<file path="src/rtl/core/assert_macros.svh">
// Assertion macros shared by the list engine modules.
// Stand-alone header: no package or module dependencies.
`ifndef ASSERT_MACROS_SVH
`define ASSERT_MACROS_SVH

// Same-cycle implication, checked on every rising clock edge outside reset.
`define SLE_ASSERT_IMPL(name, clk, rst, ante, cons, msg) \
   name: assert property (@(posedge clk) disable iff (rst) (ante) |-> (cons)) \
      else $error(msg);

// Next-cycle implication, checked on every rising clock edge outside reset.
`define SLE_ASSERT_NEXT(name, clk, rst, ante, cons, msg) \
   name: assert property (@(posedge clk) disable iff (rst) (ante) |=> (cons)) \
      else $error(msg);

`endif

</file>
<file path="src/rtl/core/sle_pkg.sv">
// Shared types and constants of the sequential list engine.
// Used by sle_ctrl, sle_dpath and sequential_list_engine; no dependencies.
package sle_pkg;

   localparam int CAPACITY_DEFAULT = 256;

   localparam int CMD_W = 3;
   localparam int POS_W = 9;
   localparam int VAL_W = 32;

   typedef enum logic [CMD_W-1:0] {
      CMD_CLEAR  = 3'd0,
      CMD_INSERT = 3'd1,
      CMD_DELETE = 3'd2,
      CMD_GET    = 3'd3,
      CMD_LOCATE = 3'd4,
      CMD_PRIOR  = 3'd5,
      CMD_NEXT   = 3'd6
   } cmd_type;

   typedef enum logic [2:0] {
      ST_OK       = 3'd0,
      ST_BADPOS   = 3'd1,
      ST_EMPTY    = 3'd2,
      ST_NOTFOUND = 3'd3,
      ST_FULL     = 3'd4,
      ST_NONEIGH  = 3'd5
   } status_type;

   typedef enum logic [2:0] {
      IDX_HOLD,
      IDX_ZERO,
      IDX_POS_M1,
      IDX_COUNT,
      IDX_INC,
      IDX_DEC
   } idx_op_type;

   // Pending write set up in this cycle, committed in the next one.
   typedef enum logic [1:0] {
      WR_NONE,
      WR_UP,      // address idx, data = word read this cycle
      WR_DOWN,    // address idx-1, data = word read this cycle
      WR_KEY      // address idx, data = latched value
   } wr_op_type;

   typedef enum logic [1:0] {
      CNT_HOLD,
      CNT_CLEAR,
      CNT_INC,
      CNT_DEC
   } cnt_op_type;

   typedef enum logic [1:0] {
      VAL_HOLD,
      VAL_ZERO,
      VAL_RD,
      VAL_PREV
   } val_op_type;

   typedef struct packed {
      logic       load;
      idx_op_type idx_op;
      logic       rd_en;
      logic       rd_back;   // read at idx-1 instead of idx
      wr_op_type  wr_op;
      cnt_op_type cnt_op;
      val_op_type val_op;
      logic       prev_en;
      logic       finish;
      status_type status;
      logic       fpos_en;
   } dp_cmd_type;

   typedef struct packed {
      logic [CMD_W-1:0] cmd;
      logic             empty;
      logic             full;
      logic             pos_ok;
      logic             pos_ok_ins;
      logic             ins_done;
      logic             at_count;
      logic             at_first;
      logic             match;
   } dp_status_type;

endpackage

</file>
<file path="src/rtl/core/sle_ctrl.sv">
// Command sequencer of the list engine: decodes each word, steps the
// shift and scan loops and raises the result strobe. Uses sle_pkg and assert_macros.svh.
`include "assert_macros.svh"

module sle_ctrl (
   input  logic                   clock,
   input  logic                   reset,
   input  logic                   start,
   output logic                   busy,
   output logic                   rsp_valid,
   output sle_pkg::dp_cmd_type    dp_cmd,
   input  sle_pkg::dp_status_type dp_status
);

   typedef enum logic [3:0] {
      S_IDLE,
      S_DECODE,
      S_INS_SHIFT,
      S_GET_RD,
      S_GET_CAP,
      S_DEL_RD,
      S_DEL_CAP,
      S_DEL_SHIFT,
      S_SRCH_RD,
      S_SRCH,
      S_NEXT_CAP
   } state_type;

   state_type state_ff, state_in;
   logic      valid_ff;

   always_comb begin
      dp_cmd        = '0;
      dp_cmd.idx_op = sle_pkg::IDX_HOLD;
      dp_cmd.wr_op  = sle_pkg::WR_NONE;
      dp_cmd.cnt_op = sle_pkg::CNT_HOLD;
      dp_cmd.val_op = sle_pkg::VAL_HOLD;
      dp_cmd.status = sle_pkg::ST_OK;
      state_in      = state_ff;
      unique case (state_ff)
         S_IDLE: begin
            if (start) begin
               dp_cmd.load = 1'b1;
               state_in    = S_DECODE;
            end
         end
         S_DECODE: begin
            // Failing checks finish here with a zero value.
            dp_cmd.val_op = sle_pkg::VAL_ZERO;
            dp_cmd.finish = 1'b1;
            state_in      = S_IDLE;
            unique case (dp_status.cmd)
               sle_pkg::CMD_CLEAR: begin
                  dp_cmd.cnt_op = sle_pkg::CNT_CLEAR;
               end
               sle_pkg::CMD_INSERT: begin
                  priority if (!dp_status.pos_ok_ins) begin
                     dp_cmd.status = sle_pkg::ST_BADPOS;
                  end else if (dp_status.full) begin
                     dp_cmd.status = sle_pkg::ST_FULL;
                  end else begin
                     dp_cmd.finish = 1'b0;
                     dp_cmd.idx_op = sle_pkg::IDX_COUNT;
                     state_in      = S_INS_SHIFT;
                  end
               end
               sle_pkg::CMD_DELETE: begin
                  if (!dp_status.pos_ok) begin
                     dp_cmd.status = sle_pkg::ST_BADPOS;
                  end else begin
                     dp_cmd.finish = 1'b0;
                     dp_cmd.idx_op = sle_pkg::IDX_POS_M1;
                     state_in      = S_DEL_RD;
                  end
               end
               sle_pkg::CMD_GET: begin
                  priority if (dp_status.empty) begin
                     dp_cmd.status = sle_pkg::ST_EMPTY;
                  end else if (!dp_status.pos_ok) begin
                     dp_cmd.status = sle_pkg::ST_BADPOS;
                  end else begin
                     dp_cmd.finish = 1'b0;
                     dp_cmd.idx_op = sle_pkg::IDX_POS_M1;
                     state_in      = S_GET_RD;
                  end
               end
               sle_pkg::CMD_LOCATE, sle_pkg::CMD_PRIOR, sle_pkg::CMD_NEXT: begin
                  if (dp_status.empty) begin
                     dp_cmd.status = sle_pkg::ST_EMPTY;
                  end else begin
                     dp_cmd.finish = 1'b0;
                     dp_cmd.idx_op = sle_pkg::IDX_ZERO;
                     state_in      = S_SRCH_RD;
                  end
               end
               default: begin
               end
            endcase
         end
         S_INS_SHIFT: begin
            if (dp_status.ins_done) begin
               dp_cmd.wr_op  = sle_pkg::WR_KEY;
               dp_cmd.cnt_op = sle_pkg::CNT_INC;
               dp_cmd.val_op = sle_pkg::VAL_ZERO;
               dp_cmd.finish = 1'b1;
               state_in      = S_IDLE;
            end else begin
               // Move entry idx-1 up to idx, walk toward the insert point.
               dp_cmd.rd_en   = 1'b1;
               dp_cmd.rd_back = 1'b1;
               dp_cmd.wr_op   = sle_pkg::WR_UP;
               dp_cmd.idx_op  = sle_pkg::IDX_DEC;
            end
         end
         S_GET_RD: begin
            dp_cmd.rd_en = 1'b1;
            state_in     = S_GET_CAP;
         end
         S_GET_CAP: begin
            dp_cmd.val_op = sle_pkg::VAL_RD;
            dp_cmd.finish = 1'b1;
            state_in      = S_IDLE;
         end
         S_DEL_RD: begin
            dp_cmd.rd_en  = 1'b1;
            dp_cmd.idx_op = sle_pkg::IDX_INC;
            state_in      = S_DEL_CAP;
         end
         S_DEL_CAP, S_DEL_SHIFT: begin
            if (state_ff == S_DEL_CAP) begin
               dp_cmd.val_op = sle_pkg::VAL_RD;
            end
            if (dp_status.at_count) begin
               dp_cmd.cnt_op = sle_pkg::CNT_DEC;
               dp_cmd.finish = 1'b1;
               state_in      = S_IDLE;
            end else begin
               // Move entry idx down to idx-1.
               dp_cmd.rd_en  = 1'b1;
               dp_cmd.wr_op  = sle_pkg::WR_DOWN;
               dp_cmd.idx_op = sle_pkg::IDX_INC;
               state_in      = S_DEL_SHIFT;
            end
         end
         S_SRCH_RD: begin
            dp_cmd.rd_en  = 1'b1;
            dp_cmd.idx_op = sle_pkg::IDX_INC;
            state_in      = S_SRCH;
         end
         S_SRCH: begin
            // Read data holds entry idx-1; compare it while fetching entry idx.
            priority if (dp_status.match) begin
               dp_cmd.val_op = sle_pkg::VAL_ZERO;
               dp_cmd.finish = 1'b1;
               state_in      = S_IDLE;
               priority if (dp_status.cmd == sle_pkg::CMD_LOCATE) begin
                  dp_cmd.fpos_en = 1'b1;
               end else if (dp_status.cmd == sle_pkg::CMD_PRIOR) begin
                  if (dp_status.at_first) begin
                     dp_cmd.status = sle_pkg::ST_NONEIGH;
                  end else begin
                     dp_cmd.val_op = sle_pkg::VAL_PREV;
                  end
               end else begin
                  if (dp_status.at_count) begin
                     dp_cmd.status = sle_pkg::ST_NONEIGH;
                  end else begin
                     dp_cmd.finish = 1'b0;
                     dp_cmd.val_op = sle_pkg::VAL_HOLD;
                     dp_cmd.rd_en  = 1'b1;
                     state_in      = S_NEXT_CAP;
                  end
               end
            end else if (dp_status.at_count) begin
               dp_cmd.status = sle_pkg::ST_NOTFOUND;
               dp_cmd.val_op = sle_pkg::VAL_ZERO;
               dp_cmd.finish = 1'b1;
               state_in      = S_IDLE;
            end else begin
               dp_cmd.prev_en = 1'b1;
               dp_cmd.rd_en   = 1'b1;
               dp_cmd.idx_op  = sle_pkg::IDX_INC;
            end
         end
         S_NEXT_CAP: begin
            dp_cmd.val_op = sle_pkg::VAL_RD;
            dp_cmd.finish = 1'b1;
            state_in      = S_IDLE;
         end
         default: begin
            state_in = S_IDLE;
         end
      endcase
   end

   always_ff @(posedge clock) begin
      if (reset) begin
         state_ff <= S_IDLE;
         valid_ff <= 1'b0;
      end else begin
         state_ff <= state_in;
         valid_ff <= dp_cmd.finish;
      end
   end

   assign busy      = (state_ff != S_IDLE);
   assign rsp_valid = valid_ff;

   `SLE_ASSERT_NEXT(a_single_strobe, clock, reset, rsp_valid, !rsp_valid, "strobe held two cycles")
   `SLE_ASSERT_IMPL(a_strobe_idle, clock, reset, rsp_valid, !busy, "strobe while busy")
   `SLE_ASSERT_NEXT(a_start_busy, clock, reset, start && !busy, busy, "accepted word not taken up")

endmodule

</file>
<file path="config.mk">
export PLATFORM = sky130hd
export DESIGN_NAME = sle_ctrl
export DESIGN_NICKNAME = d
export VERILOG_FILES = /design/src/rtl/core/sle_pkg.sv /design/src/rtl/core/sle_ctrl.sv
export VERILOG_INCLUDE_DIRS = /design/src /design/src/rtl/core
export SDC_FILE = /design/constraint.sdc
export NUM_CORES = 1
export LEC_CHECK = 0
export BUFFER_PORTS_ARGS = -buffer_cell sky130_fd_sc_hd__buf_4
export CAP_MARGIN = 20
export CORE_MARGIN = 3
export CORE_UTILIZATION = 38
export CTS_CLUSTER_DIAMETER = 120
export DETAILED_ROUTE_END_ITERATION = 8
export PLACE_DENSITY = 0.71
export SLEW_MARGIN = 10
export SYNTH_ARGS = -nofsm -noshare
export SYNTH_HDL_FRONTEND = slang
export SYNTH_SLANG_ARGS = --single-unit
</file>
<file path="constraint.sdc">
create_clock -name clock -period 1.7 [get_ports clock]
set_input_delay 0.085 -clock clock [delete_from_list [all_inputs] [get_ports clock]]
set_output_delay 0.085 -clock clock [all_outputs]
set_load 0.03 [all_outputs]
</file>
==> flow_metrics.tcl <==
set metrics [dict create \
    synthTopCellsByCount "14 x nand2_1, 12 x a21oi_1, 9 x nor2_1, 8 x clkbuf_1, 7 x nor2b_1" \
    fin_area_sq_um 1170 \
    fmax_ghz 0.538 \
    cts.clk_slew.worst_paths_ns 0.04 \
    fin_skew_ns 0.00510 \
    violations "negative setup slack" \
    worstRegToRegCells 4 \
    netlist_instances 112 \
    row_count 14 \
    worst-slew-pin-transition_ns 0.389 \
    ant_nets 0 \
    dp_hpwl_microns 1770 \
    wl_met1_microns 1020 \
    tns_ns -0.615 \
    numCtsBuffers 3 \
    grt_pass1_vias 818 \
    post-place-ws_ns 0.0351 \
    wirelength_microns 2440 \
    port_buffers 33 \
    die_height_microns 49.0 \
    drive_above_1_share_pct 42.3 \
    synth_cell_type_count 34 \
    cts_root_buf "clkbuf_4" \
    initial_utilization_pct 43.6 \
    endpoint_kind "output pin" \
    syn2layout_area_growth_pct 67.4 \
    fin_ws_ns -0.158 \
    dpl_cell_area_sq_um 991 \
    max-vdd-ir-drop_v 0.000607 \
    synth_seq_cells 5 \
    ys_warn_count 0 \
    synth_area_per_cell_sq_um 6.27 \
    synth_top_area_share_pct 14.3 \
    numClockSinks 5 \
    power.internal_uw 328 \
    worstHoldEndpoint "state_ff[2]$_SDFFE_PP0P_" \
    nets 164 \
    status "finished with violations" \
    worst-r2r-setup-slack_ns 0.07 \
    vias_per_cell 5.68 \
    async_reset_ff_share_pct 0 \
    drtIter0Drc 12 \
    power_frac_clock_pct 25.2 \
    coreArea_sq_um 1610 \
    cts_tree "yes" \
    die_area_sq_um 2400 \
    setup_violations 6 \
    drc 0 \
    ys.flop_type "dfxtp_1" \
    dr.max_layer_used "met4" \
    synth_area_leaders "dfxtp_1 14%, a21oi_1 8.6%, nand2_1 7.5%, nor2b_1 6.2%, nor2_1 4.8%" \
    leakage_uw 0.000532 \
    antenna_cells 0 \
    ios 34 \
    worstPathArrival_ns 1.77 \
    crit_type "register to output pin" \
    cts_max_level 1 \
    clockBufferDepth 2 \
    wl_per_cell_microns 14.1 \
    cap_viol_max_count 0 \
    holdPathStages 2 \
    clkLatencyLatePin_ns 0.24 \
    dr.pass1.iters 4 \
    synth_edf_count 0 \
    r2r_end "state_ff[2]$_SDFFE_PP0P_" \
    synth_area_sq_um 702 \
    min_period_over_period_pct 109 \
    relSlewSlack_pct 73.7 \
    grt.total_usage_pct 19.1 \
    fp.dieW_microns 49.0 \
    period_needed_ns 1.86 \
    grt_pass1_wl_microns 3710 \
    synth_top_area_cell "dfxtp_1" \
    antenna_found_initial 0 \
    synth_seq_area_share_pct 14.3 \
    p_per_area_nw_per_um2 452 \
    routed-wl-met2_microns 1180 \
    worstHoldPathType "input pin to register" \
    critPathMaxFanout 6 \
    cp.required_ns 1.62 \
    p_sw_share_pct 38.3 \
    p_total_uw 531 \
    grt_overflow 0 \
    rsz0062_at_grt "yes" \
    synth.most_common_cell "nand2_1" \
    power.share.sequential_pct 24.0 \
    holdWs_ns 0.0363 \
    r2r_start "state_ff[2]$_SDFFE_PP0P_" \
    p_switching_uw 203 \
    combPwrFrac_pct 50.8 \
    num_vias 982 \
    syn_nets 126 \
    cp-start-kind "register" \
    gp_congestion 0.826 \
    min-delay-start "reset" \
    slew_viol_final 0 \
    grt_max_degree 17 \
    final-hold-violation-count 0 \
    dr_wl_met3_microns 224 \
]
-- sequential cells by signal, indices dropped and copies added, names as in the netlist --
register and cells:
state_ff 4, rsp_valid 1
-- power by group through the flow --
stage	Clock [uW]	Sequential [uW]	Combinational, uW
6_report	134	128	270
5_1_grt	151	128	289
4_1_cts	138	127	244
3_5_place_dp	0	128	229
3_3_place_gp	0	128	228
2_1_floorplan	0	132	140
-- logic make-up (layout without fill, tap and decap cells) --
| family | Yosys count | in the layout | share of synthesized area, % |
|---|---|---|---|
| AOI/OAI and AO/OA | 36 | 36 | 32.4 |
| DFF | 5 | 5 | 14.3 |
| buffers and inverters | 15 | 52 | 8.38 |
| xor gates and xnor gates | 1 | 1 | 1.25 |
| and+or+nand+nor | 55 | 55 | 43.7 |
-- how the worst max path moves through the flow --
stage / from / endpoint / slack (ns) / cells past startpoint
5_1_grt: state_ff[2]$_SDFFE_PP0P_ / dp_cmd[3] / -0.22 / 5
6_report: state_ff[2]$_SDFFE_PP0P_ / dp_cmd[3] / -0.16 / 5
4_1_cts: state_ff[2]$_SDFFE_PP0P_ / dp_cmd[3] / -0.15 / 5
3_3_place_gp: state_ff[2]$_SDFFE_PP0P_ / dp_cmd[3] / 0.04 / 5
3_5_place_dp: state_ff[2]$_SDFFE_PP0P_ / dp_cmd[3] / 0.04 / 5
2_1_floorplan: state_ff[2]$_SDFFE_PP0P_ / dp_cmd[8] / -0.16 / 5
-- per-layer routing --
layer,track usage (%),vias to the layer above
met5,0,-
met4,3.79,0
met3,5.50,2
met2,32.8,43
met1,23.5,450
li1,-,487
-- per-stage QoR --
step / instances / utilization, %
floorplan: 112 / -
global placement: 164 / 61.5
detailed placement: 164 / 61.5
CTS: 168 / 66.3
global route: 173 / 72.9
finish: 173 / 72.9
-- area by class of cell --
type	count	area (sq um)
tap	24	30.0
clock buffer	4	26.3
fill	145	437
inverter	5	18.8
sequential	5	101
multi-input combinational	92	649
timing repair buffer	43	349
-- worst max-delay path, cell delays in order (launching register included) --
cell and delay (ns):
dfxtp_2 0.31, or4b_4 0.54, or2_4 0.28, nor2_2 0.09, a41o_2 0.20, buf_6 0.12
-- cell usage in the layout (no fill, tap or decap), drive strengths merged, types with 2 or more instances in the layout --
cell type / count
or3: 3
o21ai: 5
nand3: 6
a31oi: 5
buf: 43
o32ai: 2
a21oi: 12
nand4bb: 2
o31ai: 2
nand2b: 2
clkbuf: 4
a21o: 3
nor4bb: 2
nor3b: 3
dfxtp: 5
nor2b: 7
nor2: 9
nand2: 14
inv: 5
-- what timing repair did --
| item | in CTS | in global routing |
|---|---|---|
| hold buffers | 0 | 0 |
| setup buffers | 0 | 5 |
| cloned | 0 | 0 |
| endpoints found under the setup margin | 10 | 12 |
| resized for setup | 12 | 15 |
| pin swaps | 3 | 3 |
Note: power is estimated with default switching activity, not from simulation.
